==> src/design/med_pkg.sv <==
// shared types and constants for the mean euclidean distance block
// no dependencies; used by every module under design/
package med_pkg;

    localparam int MAX_DIMENSIONS = 1024;
    localparam int MAX_VECTORS    = 65536;
    localparam int DIM_W          = $clog2(MAX_DIMENSIONS + 1);
    localparam int CNT_W          = $clog2(MAX_VECTORS + 1);
    localparam int COORD_W        = 24;
    localparam int MAG_W          = 24;
    localparam int SQ_W           = 2 * MAG_W;
    localparam int SUM_W          = 64;
    localparam int VAL_W          = 30;
    localparam int ROOT_W         = SUM_W / 2;
    localparam int QDEPTH         = 2;
    localparam int QPTR_W         = $clog2(QDEPTH);
    localparam int QCNT_W         = $clog2(QDEPTH + 1);

    localparam logic [VAL_W-1:0] VALUE_MAX = {VAL_W{1'b1}};
    localparam logic [CNT_W-1:0] VEC_LIMIT = CNT_W'(MAX_VECTORS);
    localparam logic [DIM_W-1:0] DIM_LIMIT = DIM_W'(MAX_DIMENSIONS);

    localparam logic KIND_DIST = 1'b0;
    localparam logic KIND_MEAN = 1'b1;

    // one finished vector handed from front to back
    typedef struct packed {
        logic [SUM_W-1:0] square_sum;
        logic             vector_sat;
        logic             set_end;
    } med_job_t;

endpackage

==> src/design/med_front.sv <==
// front part: takes coordinate transfers, squares differences, accumulates per vector
// depends on med_pkg
module med_front
(
    input  logic                            clk,
    input  logic                            rst_n,
    input  logic                            in_valid,
    output logic                            in_ready,
    input  logic signed [med_pkg::COORD_W-1:0] member_coord,
    input  logic signed [med_pkg::COORD_W-1:0] center_coord,
    input  logic                            last_of_vector,
    input  logic                            last_of_set,
    output logic                            job_valid,
    input  logic                            job_ready,
    output med_pkg::med_job_t               job
);

    logic                        s1_valid_reg, s1_valid_next;
    logic [med_pkg::MAG_W-1:0]   s1_mag_reg;
    logic                        s1_vend_reg, s1_send_reg;
    logic                        s2_valid_reg, s2_valid_next;
    logic [med_pkg::SQ_W-1:0]    s2_sq_reg;
    logic                        s2_vend_reg, s2_send_reg;
    logic [med_pkg::SUM_W-1:0]   sum_reg, sum_next;
    logic [med_pkg::DIM_W-1:0]   dim_reg, dim_next;
    logic                        vsat_reg, vsat_next;

    logic signed [med_pkg::COORD_W:0] diff;
    logic [med_pkg::COORD_W:0]        absd;
    logic                             s2_go, s2_free, s1_move;
    logic [med_pkg::SUM_W:0]          add_full;
    logic [med_pkg::SUM_W-1:0]        acc_sum;
    logic                             acc_sat;

    assign diff = {member_coord[med_pkg::COORD_W-1], member_coord}
                - {center_coord[med_pkg::COORD_W-1], center_coord};
    assign absd = diff[med_pkg::COORD_W] ? (~diff + 1'b1) : diff;

    assign s2_go    = s2_valid_reg && (!s2_vend_reg || job_ready);
    assign s2_free  = !s2_valid_reg || s2_go;
    assign s1_move  = s1_valid_reg && s2_free;
    assign in_ready = !s1_valid_reg || s2_free;

    assign add_full = {1'b0, sum_reg}
                    + {{(med_pkg::SUM_W + 1 - med_pkg::SQ_W){1'b0}}, s2_sq_reg};

    always_comb
    begin
        acc_sum = sum_reg;
        acc_sat = vsat_reg;
        if (dim_reg < med_pkg::DIM_LIMIT)
        begin
            if (add_full[med_pkg::SUM_W])
            begin
                acc_sum = {med_pkg::SUM_W{1'b1}};
                acc_sat = 1'b1;
            end
            else
            begin
                acc_sum = add_full[med_pkg::SUM_W-1:0];
            end
        end
        else
        begin
            acc_sat = 1'b1;
        end
    end

    assign job_valid       = s2_valid_reg && s2_vend_reg;
    assign job.square_sum  = acc_sum;
    assign job.vector_sat  = acc_sat;
    assign job.set_end     = s2_send_reg;

    always_comb
    begin
        s1_valid_next = s1_valid_reg;
        s2_valid_next = s2_valid_reg;
        sum_next      = sum_reg;
        dim_next      = dim_reg;
        vsat_next     = vsat_reg;
        if (s2_go)
            s2_valid_next = 1'b0;
        if (s1_move)
        begin
            s2_valid_next = 1'b1;
            s1_valid_next = 1'b0;
        end
        if (in_valid && in_ready)
            s1_valid_next = 1'b1;
        if (s2_go)
        begin
            if (s2_vend_reg)
            begin
                sum_next  = '0;
                dim_next  = '0;
                vsat_next = 1'b0;
            end
            else
            begin
                sum_next  = acc_sum;
                vsat_next = acc_sat;
                if (dim_reg < med_pkg::DIM_LIMIT)
                    dim_next = dim_reg + 1'b1;
            end
        end
    end

    always_ff @(posedge clk or negedge rst_n)
    begin
        if (!rst_n)
        begin
            s1_valid_reg <= 1'b0;
            s2_valid_reg <= 1'b0;
            sum_reg      <= '0;
            dim_reg      <= '0;
            vsat_reg     <= 1'b0;
        end
        else
        begin
            s1_valid_reg <= s1_valid_next;
            s2_valid_reg <= s2_valid_next;
            sum_reg      <= sum_next;
            dim_reg      <= dim_next;
            vsat_reg     <= vsat_next;
        end
    end

    always_ff @(posedge clk)
    begin
        if (in_valid && in_ready)
        begin
            s1_mag_reg  <= absd[med_pkg::MAG_W-1:0];
            s1_vend_reg <= last_of_vector || last_of_set;
            s1_send_reg <= last_of_set;
        end
        if (s1_move)
        begin
            s2_sq_reg   <= s1_mag_reg * s1_mag_reg;
            s2_vend_reg <= s1_vend_reg;
            s2_send_reg <= s1_send_reg;
        end
    end

endmodule

==> src/design/med_queue.sv <==
// short job queue between front and back
// depends on med_pkg
module med_queue
(
    input  logic              clk,
    input  logic              rst_n,
    input  logic              push_valid,
    output logic              push_ready,
    input  med_pkg::med_job_t push_job,
    output logic              pop_valid,
    input  logic              pop_ready,
    output med_pkg::med_job_t pop_job
);

    med_pkg::med_job_t           mem_reg [med_pkg::QDEPTH];
    logic [med_pkg::QPTR_W-1:0]  wr_reg, rd_reg;
    logic [med_pkg::QCNT_W-1:0]  cnt_reg, cnt_next;
    logic                        do_push, do_pop;

    assign push_ready = cnt_reg != med_pkg::QCNT_W'(med_pkg::QDEPTH);
    assign pop_valid  = cnt_reg != '0;
    assign pop_job    = mem_reg[rd_reg];
    assign do_push    = push_valid && push_ready;
    assign do_pop     = pop_valid && pop_ready;

    always_comb
    begin
        cnt_next = cnt_reg;
        if (do_push && !do_pop)
            cnt_next = cnt_reg + 1'b1;
        else if (do_pop && !do_push)
            cnt_next = cnt_reg - 1'b1;
    end

    always_ff @(posedge clk or negedge rst_n)
    begin
        if (!rst_n)
        begin
            wr_reg  <= '0;
            rd_reg  <= '0;
            cnt_reg <= '0;
        end
        else
        begin
            cnt_reg <= cnt_next;
            if (do_push)
                wr_reg <= (wr_reg == med_pkg::QPTR_W'(med_pkg::QDEPTH - 1)) ? '0 : wr_reg + 1'b1;
            if (do_pop)
                rd_reg <= (rd_reg == med_pkg::QPTR_W'(med_pkg::QDEPTH - 1)) ? '0 : rd_reg + 1'b1;
        end
    end

    always_ff @(posedge clk)
    begin
        if (do_push)
            mem_reg[wr_reg] <= push_job;
    end

endmodule

==> src/design/med_back.sv <==
// back part: iterative square root per vector, set sums, iterative mean division
// depends on med_pkg
module med_back
(
    input  logic                         clk,
    input  logic                         rst_n,
    input  logic                         job_valid,
    output logic                         job_ready,
    input  med_pkg::med_job_t            job,
    output logic                         out_valid,
    input  logic                         out_ready,
    output logic [med_pkg::VAL_W-1:0]    out_value,
    output logic                         out_kind,
    output logic                         out_last,
    output logic                         out_sat
);

    localparam logic [2:0] ST_IDLE = 3'd0;
    localparam logic [2:0] ST_SQRT = 3'd1;
    localparam logic [2:0] ST_DIST = 3'd2;
    localparam logic [2:0] ST_DIV  = 3'd3;
    localparam logic [2:0] ST_MEAN = 3'd4;
    localparam int         RW      = med_pkg::ROOT_W + 2;
    localparam int         DRW     = med_pkg::CNT_W + 1;

    logic [2:0]                  st_reg;
    logic [5:0]                  it_reg;
    logic [med_pkg::SUM_W-1:0]   n_reg;
    logic [RW-1:0]               rem_reg;
    logic [med_pkg::ROOT_W-1:0]  root_reg;
    logic                        jsat_reg, jset_reg;
    logic [med_pkg::SUM_W-1:0]   dsum_reg;
    logic [med_pkg::CNT_W-1:0]   vcnt_reg;
    logic                        seen_reg;
    logic [DRW-1:0]              drem_reg;
    logic [med_pkg::SUM_W-1:0]   q_reg;
    logic                        ov_reg;
    logic [med_pkg::VAL_W-1:0]   oval_reg;
    logic                        okind_reg, olast_reg, osat_reg;

    logic                        out_free;
    logic                        ov_set;
    logic [RW-1:0]               rem_sh, trial;
    logic [DRW-1:0]              drem_sh, dvs;
    logic                        clamp;
    logic [med_pkg::VAL_W-1:0]   dist_val;
    logic                        vsat;
    logic [med_pkg::SUM_W:0]     dadd;
    logic [med_pkg::SUM_W-1:0]   dsum_new;
    logic [med_pkg::CNT_W-1:0]   vcnt_new;
    logic                        seen_new;
    logic                        mclamp;

    assign out_free  = !ov_reg || out_ready;
    assign ov_set    = out_free && (st_reg == ST_DIST || st_reg == ST_MEAN);
    assign job_ready = st_reg == ST_IDLE;

    assign rem_sh  = {rem_reg[RW-3:0], n_reg[med_pkg::SUM_W-1 -: 2]};
    assign trial   = {root_reg, 2'b01};
    assign drem_sh = {drem_reg[DRW-2:0], q_reg[med_pkg::SUM_W-1]};
    assign dvs     = {1'b0, vcnt_reg};

    assign clamp    = root_reg[med_pkg::ROOT_W-1:med_pkg::VAL_W] != '0;
    assign dist_val = clamp ? med_pkg::VALUE_MAX : root_reg[med_pkg::VAL_W-1:0];
    assign vsat     = jsat_reg || clamp;
    assign dadd     = {1'b0, dsum_reg}
                    + {{(med_pkg::SUM_W + 1 - med_pkg::VAL_W){1'b0}}, dist_val};

    always_comb
    begin
        dsum_new = dadd[med_pkg::SUM_W] ? {med_pkg::SUM_W{1'b1}} : dadd[med_pkg::SUM_W-1:0];
        vcnt_new = vcnt_reg;
        seen_new = seen_reg || vsat || dadd[med_pkg::SUM_W];
        if (vcnt_reg < med_pkg::VEC_LIMIT)
            vcnt_new = vcnt_reg + 1'b1;
        else
            seen_new = 1'b1;
    end

    assign mclamp = q_reg[med_pkg::SUM_W-1:med_pkg::VAL_W] != '0;

    always_ff @(posedge clk or negedge rst_n)
    begin
        if (!rst_n)
        begin
            st_reg   <= ST_IDLE;
            it_reg   <= '0;
            dsum_reg <= '0;
            vcnt_reg <= '0;
            seen_reg <= 1'b0;
            ov_reg   <= 1'b0;
        end
        else
        begin
            ov_reg <= ov_set || (ov_reg && !out_ready);
            unique case (st_reg)
                ST_IDLE:
                begin
                    if (job_valid)
                    begin
                        st_reg <= ST_SQRT;
                        it_reg <= '0;
                    end
                end
                ST_SQRT:
                begin
                    it_reg <= it_reg + 1'b1;
                    if (it_reg == 6'(med_pkg::ROOT_W - 1))
                        st_reg <= ST_DIST;
                end
                ST_DIST:
                begin
                    if (out_free)
                    begin
                        dsum_reg <= dsum_new;
                        vcnt_reg <= vcnt_new;
                        seen_reg <= seen_new;
                        it_reg   <= '0;
                        st_reg   <= jset_reg ? ST_DIV : ST_IDLE;
                    end
                end
                ST_DIV:
                begin
                    it_reg <= it_reg + 1'b1;
                    if (it_reg == 6'(med_pkg::SUM_W - 1))
                        st_reg <= ST_MEAN;
                end
                ST_MEAN:
                begin
                    if (out_free)
                    begin
                        dsum_reg <= '0;
                        vcnt_reg <= '0;
                        seen_reg <= 1'b0;
                        st_reg   <= ST_IDLE;
                    end
                end
                default:
                    st_reg <= ST_IDLE;
            endcase
        end
    end

    always_ff @(posedge clk)
    begin
        unique case (st_reg)
            ST_IDLE:
            begin
                n_reg    <= job.square_sum;
                jsat_reg <= job.vector_sat;
                jset_reg <= job.set_end;
                rem_reg  <= '0;
                root_reg <= '0;
            end
            ST_SQRT:
            begin
                n_reg <= {n_reg[med_pkg::SUM_W-3:0], 2'b00};
                if (rem_sh >= trial)
                begin
                    rem_reg  <= rem_sh - trial;
                    root_reg <= {root_reg[med_pkg::ROOT_W-2:0], 1'b1};
                end
                else
                begin
                    rem_reg  <= rem_sh;
                    root_reg <= {root_reg[med_pkg::ROOT_W-2:0], 1'b0};
                end
            end
            ST_DIST:
            begin
                if (out_free)
                begin
                    oval_reg  <= dist_val;
                    okind_reg <= med_pkg::KIND_DIST;
                    olast_reg <= !jset_reg;
                    osat_reg  <= vsat;
                    q_reg     <= dsum_new;
                    drem_reg  <= '0;
                end
            end
            ST_DIV:
            begin
                if (drem_sh >= dvs)
                begin
                    drem_reg <= drem_sh - dvs;
                    q_reg    <= {q_reg[med_pkg::SUM_W-2:0], 1'b1};
                end
                else
                begin
                    drem_reg <= drem_sh;
                    q_reg    <= {q_reg[med_pkg::SUM_W-2:0], 1'b0};
                end
            end
            ST_MEAN:
            begin
                if (out_free)
                begin
                    oval_reg  <= mclamp ? med_pkg::VALUE_MAX : q_reg[med_pkg::VAL_W-1:0];
                    okind_reg <= med_pkg::KIND_MEAN;
                    olast_reg <= 1'b1;
                    osat_reg  <= seen_reg || mclamp;
                end
            end
            default:
            begin
            end
        endcase
    end

    assign out_valid = ov_reg;
    assign out_value = oval_reg;
    assign out_kind  = okind_reg;
    assign out_last  = olast_reg;
    assign out_sat   = osat_reg;

    a_count_bound: assert property (@(posedge clk) disable iff (!rst_n)
        vcnt_reg <= med_pkg::VEC_LIMIT)
        else $error("vector count above limit");

    a_div_nonzero: assert property (@(posedge clk) disable iff (!rst_n)
        st_reg == ST_DIV |-> vcnt_reg != '0)
        else $error("division by zero vector count");

    a_mean_last: assert property (@(posedge clk) disable iff (!rst_n)
        st_reg == ST_MEAN && out_free |=> ov_reg && olast_reg && okind_reg == med_pkg::KIND_MEAN)
        else $error("mean result not marked last");

    a_sets_cleared: assert property (@(posedge clk) disable iff (!rst_n)
        st_reg == ST_MEAN && out_free |=> vcnt_reg == '0 && dsum_reg == '0 && !seen_reg)
        else $error("set accumulators not cleared");

endmodule

==> src/design/mean_euclidean_distance.sv <==
// top level of the mean euclidean distance block
// depends on med_pkg, med_front, med_queue, med_back
//
// Coordinate transfers are taken at up to one per cycle while not stalled: the front squares the
// difference in a two-stage pipeline and adds it into a saturating 64-bit sum. At each vector end
// the sum goes through a two-entry queue to the back, which takes the job, runs a bit-per-cycle
// square root and then emits the distance. At a set end a restoring division followed by an emit
// step forms the mean. The back handles one vector at a time, so short vectors make the root the
// limiting loop and the input stalls; longer vectors run at the front's rate.
module mean_euclidean_distance
(
    input  logic        clk,
    input  logic        rst_n,
    input  logic        s_axis_tvalid,
    output logic        s_axis_tready,
    input  logic [47:0] s_axis_tdata,   // member_coord[23:0], center_coord[47:24]
    input  logic        s_axis_tlast,   // last_of_vector
    input  logic        s_axis_tuser,   // last_of_set
    output logic        m_axis_tvalid,
    input  logic        m_axis_tready,
    output logic [31:0] m_axis_tdata,   // result_value[29:0], zero pad [31:30]
    output logic        m_axis_tlast,   // last_of_run
    output logic [1:0]  m_axis_tuser    // result_kind[0], saturated[1]
);

    logic                          job_valid, job_ready;
    med_pkg::med_job_t             job;
    logic                          bj_valid, bj_ready;
    med_pkg::med_job_t             bj;
    logic [med_pkg::VAL_W-1:0]     value;

    med_front u_front
    (
        .clk            (clk),
        .rst_n          (rst_n),
        .in_valid       (s_axis_tvalid),
        .in_ready       (s_axis_tready),
        .member_coord   (s_axis_tdata[23:0]),
        .center_coord   (s_axis_tdata[47:24]),
        .last_of_vector (s_axis_tlast),
        .last_of_set    (s_axis_tuser),
        .job_valid      (job_valid),
        .job_ready      (job_ready),
        .job            (job)
    );

    med_queue u_queue
    (
        .clk        (clk),
        .rst_n      (rst_n),
        .push_valid (job_valid),
        .push_ready (job_ready),
        .push_job   (job),
        .pop_valid  (bj_valid),
        .pop_ready  (bj_ready),
        .pop_job    (bj)
    );

    med_back u_back
    (
        .clk       (clk),
        .rst_n     (rst_n),
        .job_valid (bj_valid),
        .job_ready (bj_ready),
        .job       (bj),
        .out_valid (m_axis_tvalid),
        .out_ready (m_axis_tready),
        .out_value (value),
        .out_kind  (m_axis_tuser[0]),
        .out_last  (m_axis_tlast),
        .out_sat   (m_axis_tuser[1])
    );

    assign m_axis_tdata = {2'b00, value};

endmodule

==> config.mk <==
export PLATFORM = sky130hd
export DESIGN_NAME = mean_euclidean_distance
export DESIGN_NICKNAME = d
export VERILOG_FILES = /design/src/design/med_pkg.sv /design/src/design/med_front.sv /design/src/design/med_queue.sv /design/src/design/med_back.sv /design/src/design/mean_euclidean_distance.sv
export SDC_FILE = /design/constraint.sdc
export NUM_CORES = 2
export LEC_CHECK = 0
export BUFFER_PORTS_ARGS = -buffer_cell sky130_fd_sc_hd__buf_4
export CAP_MARGIN = 30
export CORE_AREA = 5 5 420 422
export CTS_CLUSTER_DIAMETER = 50
export DETAILED_ROUTE_END_ITERATION = 8
export DIE_AREA = 0 0 425 427
export PLACE_DENSITY = 0.52
export SLEW_MARGIN = 20
export SYNTH_ARGS = -nofsm -noshare
export SYNTH_HDL_FRONTEND = slang
export SYNTH_SLANG_ARGS = --single-unit
==> constraint.sdc <==
create_clock -name clk -period 24.1 [get_ports clk]
set_input_delay 1.205 -clock clk [delete_from_list [all_inputs] [get_ports clk]]
set_output_delay 1.205 -clock clk [all_outputs]
set_load 0.02 [all_outputs]
# Yosys cells after proc, flatten, opt, wreduce, memory -nomap -nowiden
# Memories as Yosys holds them, arrays and structs flattened.
# Cells that the tools add are included.
[word_totals]
wordCells = 175
latchBits = 0
mem_bits_rw = 132
input_bits = 54
output_inout_bits = 37
ff_bits = 494
n_memories = 1
rom_bits = 0
[memory_table]
columns = ["name", "words", "width", "read_ports", "rd_clocked_by_memory_dff", "wr", "line", "source"]
rows = [
  ["u_queue.mem_reg", 2, 66, 1, 0, 1, "med_queue.sv:15", "med_pkg::med_job_t mem_reg [med_pkg::QDEPTH];"],
]
[op_classes]
shift = 0
mul = 1
order_cmp = 4
mux = 63
n_addsub = 13
n_div = 0
bitwise = 1
eq_ne = 13
n_reduce_logical = 48
[ops]
columns = ["op", "n"]
rows = [
  ["$mux 64", 6],
  ["$pmux 64 s2", 3],
  ["$pmux 32 s2", 2],
  ["$mux 30", 4],
  ["$mux 17", 5],
  ["$pmux 17 s2", 2],
  ["$add 64x30->65", 1],
  ["$add 64x48->65", 1],
  ["$pmux 30 s2", 1],
  ["$mul 24x24->48", 1],
  ["$ge 34x34->1", 1],
  ["$reduce_bool 34->1", 1],
  ["$mux 32", 1],
  ["$sub 32x32->32", 1],
  ["$sub 24x24->25", 1],
  ["$add 24x1->24 const B", 1],
  ["$mux 24", 1],
  ["$not 24->24", 1],
  ["$mux 11", 2],
  ["$mux 1", 20],
  ["$ge 18x17->1", 1],
  ["$pmux 6 s3", 1],
  ["$reduce_bool 2->1", 9],
  ["$add 17x1->17 const B", 1],
  ["30 further kinds", 75],
]

# Logic depth before layout (Yosys ltp)
[depth]
depth_word = 7
mapped_depth = 29
ltp_nobuf = 28

# Hierarchy
# From an unflattened synthesis, not the netlist that was laid out.
[unflattened]
hier_cells = 5474
area_unflattened_um2 = 52905.7
[by_module_without_submodules]
columns = ["module", "cells_per_inst", "area_each_um2", "instances"]
rows = [
  ["med_front", 3124, 27985.6, 1],
  ["med_back", 2124, 19831.5, 1],
  ["med_queue", 223, 5069.9, 1],
  ["mean_euclidean_distance", 3, 18.8, 1],
]

# Worst setup path before layout
# OpenSTA, ideal clock, no wires.
[synth_path]
path_kind = "register to register"
startpoint = "register u_back.st_reg[1]"
endpoint = "register u_back.rem_reg[28], data pin"
synth_period_minus_slack_ns = 7.951
slack_ns = 16.149
path_buffers = 1
path_stages_with_launch = 6
t_required_ns = 23.966
setup_time_ns = 0.134
arrival_ns = 7.817
path_cell_list = "dfrtp_1 clkbuf_1 nor2_1 nand2_1 a221oi_1 a32o_1"
[synth_between]
elab_chain_cells = 2
[synth_lines]
columns = ["item", "line", "source"]
rows = [
  ["start, declared", "med_back.sv:26", "logic [2:0] st_reg;"],
  ["start signal, assigned", "med_back.sv:119", "st_reg <= jset_reg ? ST_DIV : ST_IDLE;"],
  ["$eq 3x1->1 or $logic_not 3->1 (tied branches)", "med_back.sv:146", "unique case (st_reg)"],
  ["$pmux 32 s2 *", "med_back.sv:146", ""],
  ["end signal, assigned", "med_back.sv:160", "rem_reg <= rem_sh - trial;"],
  ["end signal, assigned", "med_back.sv:165", "rem_reg <= rem_sh;"],
  ["end, declared", "med_back.sv:29", "logic [RW-1:0] rem_reg;"],
]
# Mark *: on every way between the ends. The rest lies on a longest branch, timed or not.
# A chain may end at the register's enable or synchronous reset.

# Final worst setup path
[layout_path]
startpoint = "register u_front.s1_mag_reg[1] in the netlist's numbering"
endpoint = "register u_front.s2_sq_reg[45] in the netlist's numbering, data pin"
[layout_between]
elab_chain_cells = 1
[layout_lines]
columns = ["item", "line", "source"]
rows = [
  ["start, declared", "med_front.sv:19", "logic [med_pkg::MAG_W-1:0] s1_mag_reg;"],
  ["start signal, assigned", "med_front.sv:132", "s1_mag_reg <= absd[med_pkg::MAG_W-1:0];"],
  ["$mul 24x24->48", "med_front.sv:138", "s2_sq_reg <= s1_mag_reg * s1_mag_reg;"],
  ["end signal, assigned", "med_front.sv:138", ""],
  ["end, declared", "med_front.sv:22", "logic [med_pkg::SQ_W-1:0] s2_sq_reg;"],
]
# Every way passes these cells.

==> results.cfg <==
[clock_network]
clk_latency_ps = 720
hold_buffers = 0
cts_tree = built
cts_sinks = 625
cts_buffer_depth = 3
cts-buffers-inserted = 91
post-cts-setup-buffer-count = 0
root_buffer = clkbuf_16
cts_max_level = 3
cts_resized = 0
clkTransAtPathRegs_ps = 60

[drt]
viasPerCell = 4.77
drt_iter0_drc = 1985
via_count = 36300
avgRoutedWirePerCell_um = 16.3
dr.pass1.iters = 5
ant_nets = 0
drt-total-wl_um = 124000
drc = 0

[yosys]
synthCells = 5190
synth_top_cells_by_count = inv_1 (751), edfxtp_1 (451), fa_1 (434)
synth_area_leader_cell = edfxtp_1
synth.ff_latch_count = 625
synth_top_area_share_pct = 26.4
yosysWarningCount = 0
synthArstFlopShare_pct = 27.8
synth_area_leaders = edfxtp_1 (26%), fa_1 (17%), dfrtp_1 (8.5%)
syn_area_sq_mm = 0.0514
synth-edff-count = 451
yosys.cell_count.top_type = inv_1
synth.avg_cell_area_sq_um = 9.90
ys.flop_type = edfxtp_1
seq_area_frac_synth_pct = 34.8
synth_cell_types = 102

[layout]
fin_util_pct = 33.5
diodes = 0
largest_register_ffs = 132
register_area_sq_mm = 0.0179
drive_above_1_share_pct = 7.16
fill_cells = 17700
finalNetCount = 6032
area_growth_pct = 12.4
multi_input_area_sq_mm = 0.0299

[grt]
overflow = 0
grt_pass1_vias = 37500
grt_max_degree = 131
antenna_found_initial = 1
track_usage_pct = 13.7
grt_pass1_wl_um = 204000

[floorplan]
num_io_pins = 91
initial_utilization_pct = 29.8
rows = 153
die_w_um = 425
dieArea_sq_mm = 0.181
core_sq_mm = 0.173
die-height_um = 427

[sta]
drv_slew = 0
setup_viol = 0
tns_ps = 0
max_freq_mhz = 121
rsz0062_at_grt = false
fin_hold_ws_ps = 407
finalHoldViolCount = 0
worst_slew_pin_slew_ps = 980
fin_crit_ps = 8250
fin_crit_sh_pct = 34.2
slew_headroom_pct = 34.7
fin_worst_skew_ps = 78.5

[critical_path]
path_class = flip-flop to flip-flop
cp_slowest_cell = edfxtp_1
worstPathArrival_ps = 8640
slowest_delay_ps = 990
critPathMaxFanout = 24
cp_common_cell = fa_1
worstPathRequired_ps = 24490
crit_path_start_kind = flip-flop
cp-end-kind = flip-flop

[hold_path]
worstHoldPathType = flip-flop to flip-flop

[placement]
gp_congestion = 0.851
io_buffer_count = 88
dp_hpwl_um = 91100

[flow_run]
drv_cap = 0

[outcome]
status = finished, final reports clean
## through the flow
step	instance area, sq um	worst slack [ps]	std cells
after floorplan	51400	16150	5191
after global placement	54600	15880	7434
after detailed placement	54600	15790	7436
after CTS	57600	15700	7607
after global routing	57800	15400	7616
final	57800	15850	7616
## layout make-up
type	count	area share [%]
clock buffers	107	4.06
clock inverters	64	1.18
inverters	754	4.90
multi-input cells	3597	51.8
flip-flops and latches	625	31.0
well taps	2325	5.03
repair buffers	144	2.08
## final timing paths
kind | start | end | slack, ps | cells after the start
max | u_front.s1_mag_reg[1] | u_front.s2_sq_reg[45] | 15850 | 26
min | u_front.s1_send_reg | u_front.s2_send_reg | 410 | 0
max reg2reg | u_front.s1_mag_reg[1] | u_front.s2_sq_reg[45] | 15850 | 26
min reg2reg | u_front.s1_send_reg | u_front.s2_send_reg | 410 | 0
max in group asynchronous | rst_n | u_queue.rd_reg | 22260 | 2
min in group asynchronous | rst_n | u_back.vcnt_reg[8] | 560 | 1
## cells in the final DEF, fill, tap and decap left out, drive strengths merged, types with 39 or more instances in the layout
cell type | Yosys | final
buf | 36 | 143
nor2 | 384 | 384
mux2i | 109 | 109
xnor2 | 178 | 178
and2 | 144 | 144
clkinv | 2 | 39
nand3 | 107 | 107
nand2 | 430 | 430
o21ai | 262 | 262
inv | 752 | 768
a21oi | 284 | 284
fa | 434 | 434
xor2 | 86 | 86
dfrtp | 174 | 174
a31oi | 65 | 65
a21o | 125 | 125
edfxtp | 451 | 451
nor3 | 54 | 54
clkbuf | 179 | 108
ha | 331 | 331
o22a | 39 | 39
and3 | 42 | 42
a22o | 50 | 50
nand4 | 50 | 50
## kinds of logic (layout without fill, tap and decap cells)
kind of cell / Yosys count / in the layout / synth area share (%)
AO/OA/AOI/OAI: 1064 / 1064 / 13.5
XOR/XNOR: 264 / 264 / 4.50
adder cells (fa/ha/maj): 765 / 765 / 25.0
buffers and inverters: 969 / 1069 / 7.20
flip-flops: 625 / 625 / 34.8
multiplexers: 117 / 117 / 2.30
other: 1 / 2 / 0.00730
AND/OR/NAND/NOR: 1385 / 1385 / 12.7
## routing by layer
layer	GRT usage [%]	vias to the layer above	part of all wire, %
li1	-	17700	-
met1	18.6	17900	47
met2	23.2	648	47
met3	1.94	166	3.8
met4	3.12	0	2.0
met5	0	-	0
## critical path, delay by kind of cell, from the launching register on
family	cells	cell delay (ps)
compound gates	8	1840
xor+xnor	1	60
fa+ha+maj	8	3940
buf+inv	6	420
flops	1	990
simple gates	3	670
Power is not shown: default switching activity piles up to over one toggle a cycle in this logic, so the estimate is an artifact.
